--- config.mk ---
export PLATFORM = sky130hd
export DESIGN_NAME = lppr_queue
export DESIGN_NICKNAME = d
export VERILOG_FILES = /design/src/sv/lppr_pkg.sv /design/src/sv/lppr_queue.sv
export SDC_FILE = /design/constraint.sdc
export NUM_CORES = 1
export LEC_CHECK = 0
export BUFFER_PORTS_ARGS = -buffer_cell sky130_fd_sc_hd__buf_2
export CAP_MARGIN = 15
export CORE_MARGIN = 2
export CORE_UTILIZATION = 51
export CTS_CLUSTER_DIAMETER = 100
export DETAILED_ROUTE_END_ITERATION = 8
export PLACE_DENSITY = 0.75
export SLEW_MARGIN = 10
export SYNTH_ARGS = -nofsm -noshare
export SYNTH_HDL_FRONTEND = slang
export SYNTH_SLANG_ARGS = --single-unit
--- constraint.sdc ---
create_clock -name clk -period 4 [get_ports clk]
set_input_delay 1 -clock clk [delete_from_list [all_inputs] [get_ports clk]]
set_output_delay 1 -clock clk [all_outputs]
set_load 0.005 [all_outputs]
--- src/sv/lppr_pkg.sv ---
package lppr_pkg;

  localparam int unsigned MaxWidthDefault = 4096;
  localparam int unsigned SampleBits      = 8;
  localparam int unsigned ResBits         = 10;
  localparam int unsigned SumBits         = 21;
  localparam int unsigned GolBits         = 9;
  localparam int unsigned RwBits          = 13;
  localparam int unsigned QueueDepth      = 4;

  localparam logic [3:0] PredAvg    = 4'd0;
  localparam logic [3:0] PredLeft   = 4'd1;
  localparam logic [3:0] PredAbove  = 4'd2;
  localparam logic [3:0] PredUl     = 4'd3;
  localparam logic [3:0] PredPlanar = 4'd4;
  localparam logic [3:0] PredPlA    = 4'd5;
  localparam logic [3:0] PredPlB    = 4'd6;
  localparam logic [3:0] PredMean   = 4'd7;
  localparam logic [3:0] PredMed    = 4'd8;

  localparam logic CfgPredMode = 1'b0;
  localparam logic CfgRowWidth = 1'b1;

  typedef enum logic [1:0] {
    BK_IDLE,
    BK_DIV,
    BK_OUT
  } bk_state_t;

  typedef struct packed {
    logic signed [ResBits-1:0] res_l;
    logic signed [ResBits-1:0] res_b;
    logic signed [ResBits-1:0] res_r;
    logic                      row_end;
    logic [SumBits-1:0]        sum_l;
    logic [SumBits-1:0]        sum_b;
    logic [SumBits-1:0]        sum_r;
    logic [RwBits-1:0]         width;
  } lppr_item_t;

  function automatic logic signed [10:0] lppr_pred(input logic signed [10:0] a,
                                                   input logic signed [10:0] b,
                                                   input logic signed [10:0] c,
                                                   input logic [3:0] mode);
    logic signed [10:0] lo;
    logic signed [10:0] hi;
    logic signed [10:0] s3;
    logic signed [10:0] d;
    logic signed [10:0] p;
    lo = (a < b) ? a : b;
    hi = (a < b) ? b : a;
    s3 = a + b + c;
    p  = '0;
    case (mode)
      PredAvg:    p = 11'((20'(s3[9:0]) * 20'd683) >> 11);
      PredLeft:   p = a;
      PredAbove:  p = b;
      PredUl:     p = c;
      PredPlanar: p = a + b - c;
      PredPlA: begin
        d = b - c;
        p = a + ((d + $signed({10'd0, d[10]})) >>> 1);
      end
      PredPlB: begin
        d = a - c;
        p = b + ((d + $signed({10'd0, d[10]})) >>> 1);
      end
      PredMean:   p = (a + b) >>> 1;
      PredMed: begin
        if (c >= hi) p = lo;
        else if (c <= lo) p = hi;
        else p = a + b - c;
      end
      default:    p = '0;
    endcase
    return p;
  endfunction

endpackage

--- src/sv/lppr_queue.sv ---
module lppr_queue (
  input  logic                 clk,
  input  logic                 rst,
  input  logic                 push,
  input  lppr_pkg::lppr_item_t din,
  input  logic                 pop,
  output logic                 nonempty,
  output logic [2:0]           level,
  output lppr_pkg::lppr_item_t dout
);
  localparam int unsigned D = lppr_pkg::QueueDepth;
  lppr_pkg::lppr_item_t mem [D];
  logic [1:0] wp, rp;
  always_ff @(posedge clk) begin
    if (rst) begin
      wp <= '0; rp <= '0; level <= '0;
    end else begin
      if (push) wp <= wp + 1'b1;
      if (pop) rp <= rp + 1'b1;
      level <= level + 3'(push) - 3'(pop);
    end
    if (push) mem[wp] <= din;
  end
  assign nonempty = level != '0;
  assign dout = mem[rp];
endmodule

==> key figures <==
Clock tree
  – Worst-skew pair later-pin latency: approximately 0.52 ns
  – Clock tree buffer depth: 3
  – Clock root cell: clkbuf_16
  – Hold-fix buffers, CTS: 0
  – CTS tree: built
  – CTS Sinks: 437
  – Total CTS buffers: 43
  – Max H-tree Level: 2
  – Post-CTS Setup Bufs: 0
  – Resized Gates After CTS: 0
  – Clock transition at the registers of the reported paths: ~0.060 ns

Synthesis
  – Synth Instances: 600
  – Post-synth EDFFs: 428
  – Fraction of registers with async set/reset: 0%
  – Ys flop type: edfxtp_1
  – Mapped Area: approximately 16,000 µm²
  – Syn nets: roughly 700
  – Yosys warnings: 0
  – Netlist cell types: 20
  – Sequential area share after synthesis: slightly above 80%
  – Syn_area_per_cell: between 20 and 30 µm²
  – Seq cells post-synth: between 400 and 500

STA
  – Unrepaired setup endpoints after global routing: no
  – Final Hold Fails: 0
  – Min Tclk post-route: 3.18 ns
  – Setup TNS: 0 ns
  – Max-slew headroom: between 50% and 60%
  – Fin. max-slew vios: 0
  – Clock Skew: 0.0218 ns
  – Crit share post-route: 79.5%
  – Endpoints failing setup: 0
  – Max Freq: 314 MHz
  – Slew at the pin with the worst max-slew slack: 0.746 ns

Run status
  – Status: complete, no violations

GRT
  – Largest net degree at the start of global routing: roughly 110
  – Vias in the first global route: roughly 7.6k
  – First-pass GRT wire length: 44.1 mm
  – Total GRT Usage: about 18%
  – Total grt overflow: 0
  – Initial antenna violation count: 9

Floorplan
  – # IOs: about 220
  – Row count: between 60 and 70
  – Core box area: ~31,000 µm²
  – Die width: ~180 µm
  – Initial Util: between 50% and 60%
  – Die height: 180 µm
  – Die area: 32,500 µm²

Layout
  – Area growth, synth to finish: 19.4%
  – Nets: around 970
  – Final Cell Area: 18,900 µm²
  – Share of cells above drive strength 1: a little under half
  – Core Util, Final: between 60% and 70%

Setup path
  – FF-to-FF Start: wp[0]$_SDFFE_PP0P_
  – Crit start category: flop
  – Worst-path maximum fanout: 37
  – Worst Path Arrival: about 2.2 ns
  – R2R Path End: mem[2][98]$_DFFE_PP_
  – CP Capture Type: primary output
  – Worst path required time: approximately 3.0 ns
  – Crit Path Class: flop to primary output
  – Worst reg2reg path depth: 4
  – R2R setup slack: between 2 and 2.5 ns

Placement
  – Post-detail-place hpwl: 16.6 mm
  – I/O Buffers: approximately 220
  – Post-DP Area: 17,500 µm²
  – GPL Wtd Cong: between 0.6 and 0.7

Worst hold path
  – Hold path depth: 2
  – Critical hold path startpoint: rp[0]$_SDFFE_PP0P_
  – HP Class: flop to flop

Drt
  – Drt initial violations: between 400 and 500
  – Remaining DRCs: 0
  – Antenna Nets Post-Route: 0
  – Drt wl/cell: 22.3 µm
  – Final WL: 28.6 mm
  – DR vias: between 7k and 8k
  – Via density: 5.56
  – Initial DRT Pass Iterations: 4

Power and ir drop
  – Power per Cell Area: ~540 nW/µm²
  – Leak pwr: 0.00639 µW
  – Peak VDD IR: approximately 0.00037 V
  – Final Total Pwr: between 10,000 and 15,000 µW

Run
  – Max capacitance violation total: 0
final cells by class:
| type | count | area [µm²] |
|---|---|---|
| flip-flops and latches | 437 | 13000 |
| fillers | 2130 | 11700 |
| multi-input cells | 133 | 2650 |
| repair buffers | 234 | 1290 |
| clock buffers | 56 | 1160 |
| well taps | 396 | 495 |
| clock inverters | 20 | 255 |
| inverters | 6 | 22.5 |
| diodes | 2 | 5.00 |
metrics by stage:
stage	hold slack [ns]	cells	setup WS (ns)
finish	0.548	1284	0.820
floorplan	0.492	600	0.0573
detailed placement	0.533	1206	1.31
global placement	0.501	1206	1.31
CTS	0.550	1282	0.742
global route	0.583	1283	0.668
sequential cells by signal (all words and copies together) (netlist names), named ones only:
signal and flops:
wp 2, rp 2, mem 428, level 3
kinds of logic (layout without fill, tap and decap cells):
group	count (synthesis)	count (layout)	share of synthesized area, %
flops	437	437	82.2
simple gates	13	13	0.442
buf+inv	30	316	1.14
compound gates	2	2	0.0947
fa+ha+maj	7	7	0.600
xor+xnor	3	3	0.260
other cells	0	2	0
mux	108	108	15.3
worst max path at each step:
stage,slack (ns),cells after the start,endpoint
2_1_floorplan,0.06,1,mem[0][0]$_DFFE_PP_
3_3_place_gp,1.31,3,dout[0]
3_5_place_dp,1.31,3,dout[62]
4_1_cts,0.74,3,dout[62]
5_1_grt,0.67,3,dout[62]
6_report,0.82,3,dout[97]
report_power, final:
group	leakage (µW)	switching [µW]	internal (µW)
clock network	0.000695	1570	2440
logic	0.00168	435	441
registers	0.00401	63.8	5260
Yosys cell counts, types with 2 or more instances:
| library cell | count | area, µm² |
|---|---|---|
| ha_1 | 6 | 75.1 |
| dfxtp_1 | 9 | 180 |
| edfxtp_1 | 428 | 12900 |
| inv_1 | 6 | 22.5 |
| buf_8 | 4 | 60.1 |
| mux4_2 | 107 | 2410 |
| xnor2_1 | 2 | 17.5 |
| buf_2 | 12 | 60.1 |
| nor2_1 | 5 | 18.8 |
| clkbuf_1 | 7 | 26.3 |
| nor2b_1 | 2 | 12.5 |
| and2_1 | 4 | 25.0 |
layout by cell type, fill, tap and decap left out, types with 3 or more instances in the layout:
cell / count
buf_4: 6
nor2_1: 5
dfxtp_1: 7
clkinv_1: 3
inv_1: 6
bufinv_16: 6
buf_12: 7
clkinv_2: 8
clkbuf_1: 9
ha_1: 6
and2_4: 4
clkbuf_16: 43
buf_2: 221
mux4_2: 107
clkbuf_8: 4
edfxtp_1: 428
layer usage:
metal / global-route usage (%) / routed length (µm) / up-vias / share of wire [%]
met4: 4.03 / 479 / 12 / 1.7
met2: 28.4 / 13800 / 242 / 48
met3: 4.93 / 2060 / 56 / 7.2
met5: 0 / 80 / - / 0.28
met1: 24.9 / 12200 / 3724 / 43
li1: - / - / 3100 / -
worst max-delay path, cell delays in order (launching register included):
cell and delay [ns]:
dfxtp_4 0.55, buf_12 0.34, mux4_2 0.59, buf_2 0.15
(Power assumes the default switching activity.)
