--- config.mk ---
export PLATFORM = sky130hd
export DESIGN_NAME = lppr_back
export DESIGN_NICKNAME = d
export VERILOG_FILES = /design/src/sv/lppr_pkg.sv /design/src/sv/lppr_back.sv
export SDC_FILE = /design/constraint.sdc
export NUM_CORES = 1
export LEC_CHECK = 0
export BUFFER_PORTS_ARGS = -buffer_cell sky130_fd_sc_hd__buf_4
export CAP_MARGIN = 20
export CORE_MARGIN = 2
export CORE_UTILIZATION = 52
export CTS_CLUSTER_SIZE = 20
export DETAILED_ROUTE_END_ITERATION = 8
export GPL_TIMING_DRIVEN = 0
export HOLD_SLACK_MARGIN = 0.1
export PLACE_DENSITY = 0.74
export REMOVE_ABC_BUFFERS = 1
export SYNTH_ARGS = -nofsm -noshare
export SYNTH_HDL_FRONTEND = slang
export SYNTH_SLANG_ARGS = --single-unit
--- constraint.sdc ---
create_clock -name clk -period 7.2 [get_ports clk]
set_clock_uncertainty 0.1 [all_clocks]
set_input_delay 1.08 -clock clk [delete_from_list [all_inputs] [get_ports clk]]
set_output_delay 1.08 -clock clk [all_outputs]
set_load 0.02 [all_outputs]
--- src/sv/lppr_pkg.sv ---
package lppr_pkg;

  localparam int unsigned MaxWidthDefault = 4096;
  localparam int unsigned SampleBits      = 8;
  localparam int unsigned ResBits         = 10;
  localparam int unsigned SumBits         = 21;
  localparam int unsigned GolBits         = 9;
  localparam int unsigned RwBits          = 13;
  localparam int unsigned QueueDepth      = 4;

  localparam logic [3:0] PredAvg    = 4'd0;
  localparam logic [3:0] PredLeft   = 4'd1;
  localparam logic [3:0] PredAbove  = 4'd2;
  localparam logic [3:0] PredUl     = 4'd3;
  localparam logic [3:0] PredPlanar = 4'd4;
  localparam logic [3:0] PredPlA    = 4'd5;
  localparam logic [3:0] PredPlB    = 4'd6;
  localparam logic [3:0] PredMean   = 4'd7;
  localparam logic [3:0] PredMed    = 4'd8;

  localparam logic CfgPredMode = 1'b0;
  localparam logic CfgRowWidth = 1'b1;

  typedef enum logic [1:0] {
    BK_IDLE,
    BK_DIV,
    BK_OUT
  } bk_state_t;

  typedef struct packed {
    logic signed [ResBits-1:0] res_l;
    logic signed [ResBits-1:0] res_b;
    logic signed [ResBits-1:0] res_r;
    logic                      row_end;
    logic [SumBits-1:0]        sum_l;
    logic [SumBits-1:0]        sum_b;
    logic [SumBits-1:0]        sum_r;
    logic [RwBits-1:0]         width;
  } lppr_item_t;

  function automatic logic signed [10:0] lppr_pred(input logic signed [10:0] a,
                                                   input logic signed [10:0] b,
                                                   input logic signed [10:0] c,
                                                   input logic [3:0] mode);
    logic signed [10:0] lo;
    logic signed [10:0] hi;
    logic signed [10:0] s3;
    logic signed [10:0] d;
    logic signed [10:0] p;
    lo = (a < b) ? a : b;
    hi = (a < b) ? b : a;
    s3 = a + b + c;
    p  = '0;
    case (mode)
      PredAvg:    p = 11'((20'(s3[9:0]) * 20'd683) >> 11);
      PredLeft:   p = a;
      PredAbove:  p = b;
      PredUl:     p = c;
      PredPlanar: p = a + b - c;
      PredPlA: begin
        d = b - c;
        p = a + ((d + $signed({10'd0, d[10]})) >>> 1);
      end
      PredPlB: begin
        d = a - c;
        p = b + ((d + $signed({10'd0, d[10]})) >>> 1);
      end
      PredMean:   p = (a + b) >>> 1;
      PredMed: begin
        if (c >= hi) p = lo;
        else if (c <= lo) p = hi;
        else p = a + b - c;
      end
      default:    p = '0;
    endcase
    return p;
  endfunction

endpackage

--- src/sv/lppr_back.sv ---
module lppr_back (
  input  logic                 clk,
  input  logic                 rst,
  input  logic                 avail,
  input  lppr_pkg::lppr_item_t item,
  output logic                 pop,
  input  logic                 stall,
  output logic                 valid,
  output logic signed [9:0]    res_luma,
  output logic signed [9:0]    res_blue,
  output logic signed [9:0]    res_red,
  output logic                 row_end,
  output logic [8:0]           golomb_luma,
  output logic [8:0]           golomb_blue,
  output logic [8:0]           golomb_red
);
  localparam int unsigned SB = lppr_pkg::SumBits;
  lppr_pkg::bk_state_t st, st_next;
  logic [SB-1:0] rem [3];
  logic [SB-1:0] quo [3];
  logic [4:0] step;
  logic out_free;

  assign out_free = !valid || !stall;

  always_comb begin
    st_next = st;
    case (st)
      lppr_pkg::BK_IDLE:
        if (avail && item.row_end) st_next = lppr_pkg::BK_DIV;
      lppr_pkg::BK_DIV:
        if (step == 5'(SB-1)) st_next = lppr_pkg::BK_OUT;
      lppr_pkg::BK_OUT:
        if (out_free) st_next = lppr_pkg::BK_IDLE;
      default: st_next = lppr_pkg::BK_IDLE;
    endcase
  end

  always_comb begin
    pop = 1'b0;
    case (st)
      lppr_pkg::BK_IDLE: pop = avail && !item.row_end && out_free;
      lppr_pkg::BK_OUT:  pop = out_free;
      default:           pop = 1'b0;
    endcase
  end

  // restoring divider, one quotient bit per cycle for all three channels
  always_ff @(posedge clk) begin
    if (st == lppr_pkg::BK_IDLE) begin
      step <= '0;
      rem[0] <= '0; rem[1] <= '0; rem[2] <= '0;
      quo[0] <= item.sum_l; quo[1] <= item.sum_b; quo[2] <= item.sum_r;
    end else if (st == lppr_pkg::BK_DIV) begin
      step <= step + 1'b1;
      for (int k = 0; k < 3; k++) begin
        logic [SB:0] t;
        t = {rem[k], quo[k][SB-1]};
        if (t >= (SB+1)'(item.width)) begin
          rem[k] <= SB'(t - (SB+1)'(item.width));
          quo[k] <= {quo[k][SB-2:0], 1'b1};
        end else begin
          rem[k] <= t[SB-1:0];
          quo[k] <= {quo[k][SB-2:0], 1'b0};
        end
      end
    end
  end

  function automatic logic [8:0] clampg(input logic [SB-1:0] u);
    if (u == '0) return 9'd1;
    if (u > SB'(511)) return 9'd511;
    return u[8:0];
  endfunction

  always_ff @(posedge clk) begin
    if (rst) valid <= 1'b0;
    else if (pop) valid <= 1'b1;
    else if (!stall) valid <= 1'b0;
    if (pop) begin
      res_luma <= item.res_l;
      res_blue <= item.res_b;
      res_red  <= item.res_r;
      row_end  <= item.row_end;
      golomb_luma <= item.row_end ? clampg(quo[0]) : '0;
      golomb_blue <= item.row_end ? clampg(quo[1]) : '0;
      golomb_red  <= item.row_end ? clampg(quo[2]) : '0;
    end
  end

  always_ff @(posedge clk) begin
    if (rst) st <= lppr_pkg::BK_IDLE;
    else st <= st_next;
  end
endmodule

==> flow_summary.json <==
{
  "antenna_diode_count": 0,
  "main_area_contributors_after_synthesis": "sky130_fd_sc_hd__edfxtp_1 (53%), sky130_fd_sc_hd__nand2_1 (6.3%), sky130_fd_sc_hd__ha_1 (4.9%)",
  "nNetsFinal": 1314,
  "cts.hold.buffers_added": 0,
  "critical_path.most_common_cell": "sky130_fd_sc_hd__buf_4",
  "ir_worst_vdd_uv": 192.2,
  "ys_seq_area_share_pct": 54.72,
  "synth.cell_area_sq_um": 10370,
  "synthesis.instances": 1004,
  "syn2layout_area_growth_pct": 21.65,
  "cts_resized": 0,
  "clk_pin_slew_worst_paths_ns": 0.07,
  "ys_async_sr_fraction_pct": 0,
  "grt_pass1_wl_microns": 38780,
  "max_cap_violations": 0,
  "synthDistinctLibCells": 67,
  "numClockSinks": 192,
  "timing_worst_setup_path_type": "primary input to primary output",
  "critPathCaptureType": "primary output",
  "grt_remaining_overflow": 0,
  "clock_insertion_delay_worst_skew_ns": 0.44,
  "synth_largest_type_area_fraction_pct": 52.98,
  "max_slew.worst_pin.slew_ns": 0.9756,
  "vias_per_cell": 5.605,
  "critical_path.max_fanout": 32,
  "global_route.usage.met1_pct": 30.26,
  "run_status": "finished, final reports clean",
  "cts_buffer_depth": 2,
  "grtUsageTotal_pct": 22.67,
  "number_of_synthesized_flops_with_an_enable_pin": 183,
  "crit_path_cell_trace": "buf_4 > clkinv_1 > a21oi_1 > or2_2 > a21oi_4 > buf_12 > buf_4",
  "cellPowerDensity_nw_per_um2": 267.1,
  "synth.yosys.warnings": 0,
  "route.detailed.wl_per_inst_microns": 16.48,
  "proportion_of_layout_cells_with_a_drive_suffix_above_1_pct": 19.20,
  "synth_area_per_cell_sq_um": 10.33,
  "row_cnt": 51,
  "grt_use_met2_pct": 37.37,
  "design.core.area_sq_um": 19530,
  "number_of_buffers_created_by_cts": 17,
  "drcViolationCount": 0,
  "tritoncts": "done",
  "path_delay_family": "compound AO/OA/AOI/OAI gates",
  "pin_count": 171,
  "rsz0062_at_grt": "no",
  "min_period_over_period_pct": 59.85,
  "met3_usage_pct": 3.868,
  "gr-max-usage-layer": "met2",
  "data_required_time_of_the_worst_path_ns": 6.02,
  "hold_path.class": "flop to flop",
  "numPortBuffers": 170,
  "design.die.area_sq_um": 21090,
  "total_leakage_power_nw": 5.213,
  "hold-worst-slack_ns": 0.3902,
  "hold_violations": 0,
  "drt_first_iter_violations": 531,
  "synth_ff_type": "sky130_fd_sc_hd__edfxtp_1",
  "max_slew_margin_pct": 34.81,
  "synth_seq_cells": 192,
  "maximum_number_of_pins_on_one_net_before_global_route_repair": 78,
  "start_util_pct": 53.12,
  "grt_pass1_vias": 7731,
  "detailedPlacementHpwl_microns": 17010,
  "worstSetupStartpointType": "primary input",
  "route.final.wire_length_microns": 23690,
  "worst-path-buf-inv": 4,
  "cts_root_buf": "sky130_fd_sc_hd__clkbuf_16",
  "die_height_microns": 145.2,
  "drt_pass1_iterations": 6,
  "via_count": 8055,
  "drtAntennaViolNets": 0,
  "finalSetupViolCount": 0,
  "fmaxAchievable_ghz": 0.2321,
  "antenna_found_initial": 0,
  "h-tree-depth": 4,
  "power.total_w": 0.003370,
  "timing.critical_path.slowest_stage_cell": "sky130_fd_sc_hd__a21oi_4",
  "die_x_microns": 145.2,
  "cp_data_arrival_time_ns": 3.13,
  "layout_commonest_cell": "sky130_fd_sc_hd__edfxtp_1",
  "finalMaxSlewViolations": 0,
  "final.min_clock_period_ns": 4.309,
  "layout.cells.most_common_list": "sky130_fd_sc_hd__edfxtp_1 (183), sky130_fd_sc_hd__nand2_1 (173), sky130_fd_sc_hd__buf_4 (170), sky130_fd_sc_hd__nor2_1 (132), sky130_fd_sc_hd__a21oi_1 (55)",
  "yosysTopAreaCell": "sky130_fd_sc_hd__edfxtp_1",
  "crit_path_max_incr_delay_ns": 0.75,
  "globalplace.congestion": 0.8632,
  "cts_setup_buffers": 0
}
## synthesized netlist by cell type, types with 4 or more instances
cell                       instances
sky130_fd_sc_hd__edfxtp_1        183
sky130_fd_sc_hd__nand2_1         173
sky130_fd_sc_hd__nor2_1          132
sky130_fd_sc_hd__a21oi_1          56
sky130_fd_sc_hd__ha_1             41
sky130_fd_sc_hd__inv_1            30
sky130_fd_sc_hd__mux2i_1          28
sky130_fd_sc_hd__nand3_1          28
sky130_fd_sc_hd__clkbuf_1         27
sky130_fd_sc_hd__nor4_1           23
sky130_fd_sc_hd__o21ai_0          22
sky130_fd_sc_hd__o21a_1           21
sky130_fd_sc_hd__xnor2_1          20
sky130_fd_sc_hd__xor2_1           20
sky130_fd_sc_hd__o21ai_1          17
sky130_fd_sc_hd__a211oi_1         15
sky130_fd_sc_hd__nand4_1          13
sky130_fd_sc_hd__nor3_1           12
sky130_fd_sc_hd__or3_1            11
sky130_fd_sc_hd__nor2b_1          10
sky130_fd_sc_hd__dfxtp_1           9
sky130_fd_sc_hd__and3_1            8
sky130_fd_sc_hd__buf_1             8
sky130_fd_sc_hd__o211ai_1          8
sky130_fd_sc_hd__o31ai_1           7
sky130_fd_sc_hd__a21o_1            6
sky130_fd_sc_hd__a31oi_1           6
sky130_fd_sc_hd__nand2b_1          5
sky130_fd_sc_hd__buf_2             4
sky130_fd_sc_hd__o31a_1            4
## flip-flops by register name (all words and copies together) (netlist names)
register	count
quo	63
rem	63
res_blue	10
res_luma	10
res_red	10
golomb_blue	9
golomb_luma	9
golomb_red	9
step	5
st	2
row_end	1
valid	1
## worst register-to-register path: stages (launching register included)
cell,delay [ns]
sky130_fd_sc_hd__dfxtp_2,0.89
sky130_fd_sc_hd__nor2b_4,0.60
sky130_fd_sc_hd__buf_12,0.28
sky130_fd_sc_hd__nand4_1,0.13
sky130_fd_sc_hd__a31oi_1,0.34
sky130_fd_sc_hd__o2111a_1,0.74
sky130_fd_sc_hd__nor4_1,0.15
sky130_fd_sc_hd__xnor2_1,0.17
sky130_fd_sc_hd__nor2_1,0.05
## where the power goes
| group | switching [W] | leakage, nW | internal (W) |
|---|---|---|---|
| combinational | 0.000508 | 2.88 | 0.000390 |
| sequential | 0.0000914 | 2.02 | 0.00138 |
| clock | 0.000486 | 0.308 | 0.000510 |
## metal layers
metal / share of wire (%) / up-vias
li1: - / 3977
met1: 45 / 3829
met2: 48 / 204
met3: 4.1 / 45
met4: 2.6 / 0
met5: 0 / -
## layout make-up
| type | count | area (sq um) |
|---|---|---|
| tap | 265 | 331.6 |
| inverter | 31 | 121.4 |
| sequential | 192 | 5677 |
| fill | 1596 | 6908 |
| timing repair buffer | 176 | 1410 |
| clock buffer | 17 | 425.4 |
| clock inverter | 15 | 205.2 |
| multi-input combinational | 741 | 4448 |
## cell families after synthesis
logic type / count (synthesis) / synth area share [%]
multiplexers: 28 / 2.702
AO/OA/AOI/OAI: 192 / 12.12
adder cells (fa/ha/maj): 44 / 5.525
flip-flops: 192 / 54.72
AND/OR/NAND/NOR: 437 / 18.90
XOR/XNOR: 40 / 3.378
buffers and inverters: 71 / 2.654
## final timing paths
check        startpoint  cells past startpoint  slack [ns]         end
max            item[76]                      7        2.89         pop
min             step[4]                      2        0.39     step[4]
max reg2reg       st[0]                      8        3.50  rem[0][17]
min reg2reg     step[4]                      2        0.39     step[4]
## per-stage QoR
step | utilization, % | cells | worst slack, ns | setup TNS [ns] | area [sq um]
2_1_floorplan | - | 964 | 1.328 | 0 | 10210
3_3_place_gp | 60.54 | 1399 | -0.3202 | -0.3202 | 11820
3_5_place_dp | 61.39 | 1405 | 2.910 | 0 | 11990
4_1_cts | 64.62 | 1437 | 2.906 | 0 | 12620
5_1_grt | 64.62 | 1437 | 2.771 | 0 | 12620
6_report | 64.62 | 1437 | 2.891 | 0 | 12620
Note: power is estimated with default switching activity, not from simulation.
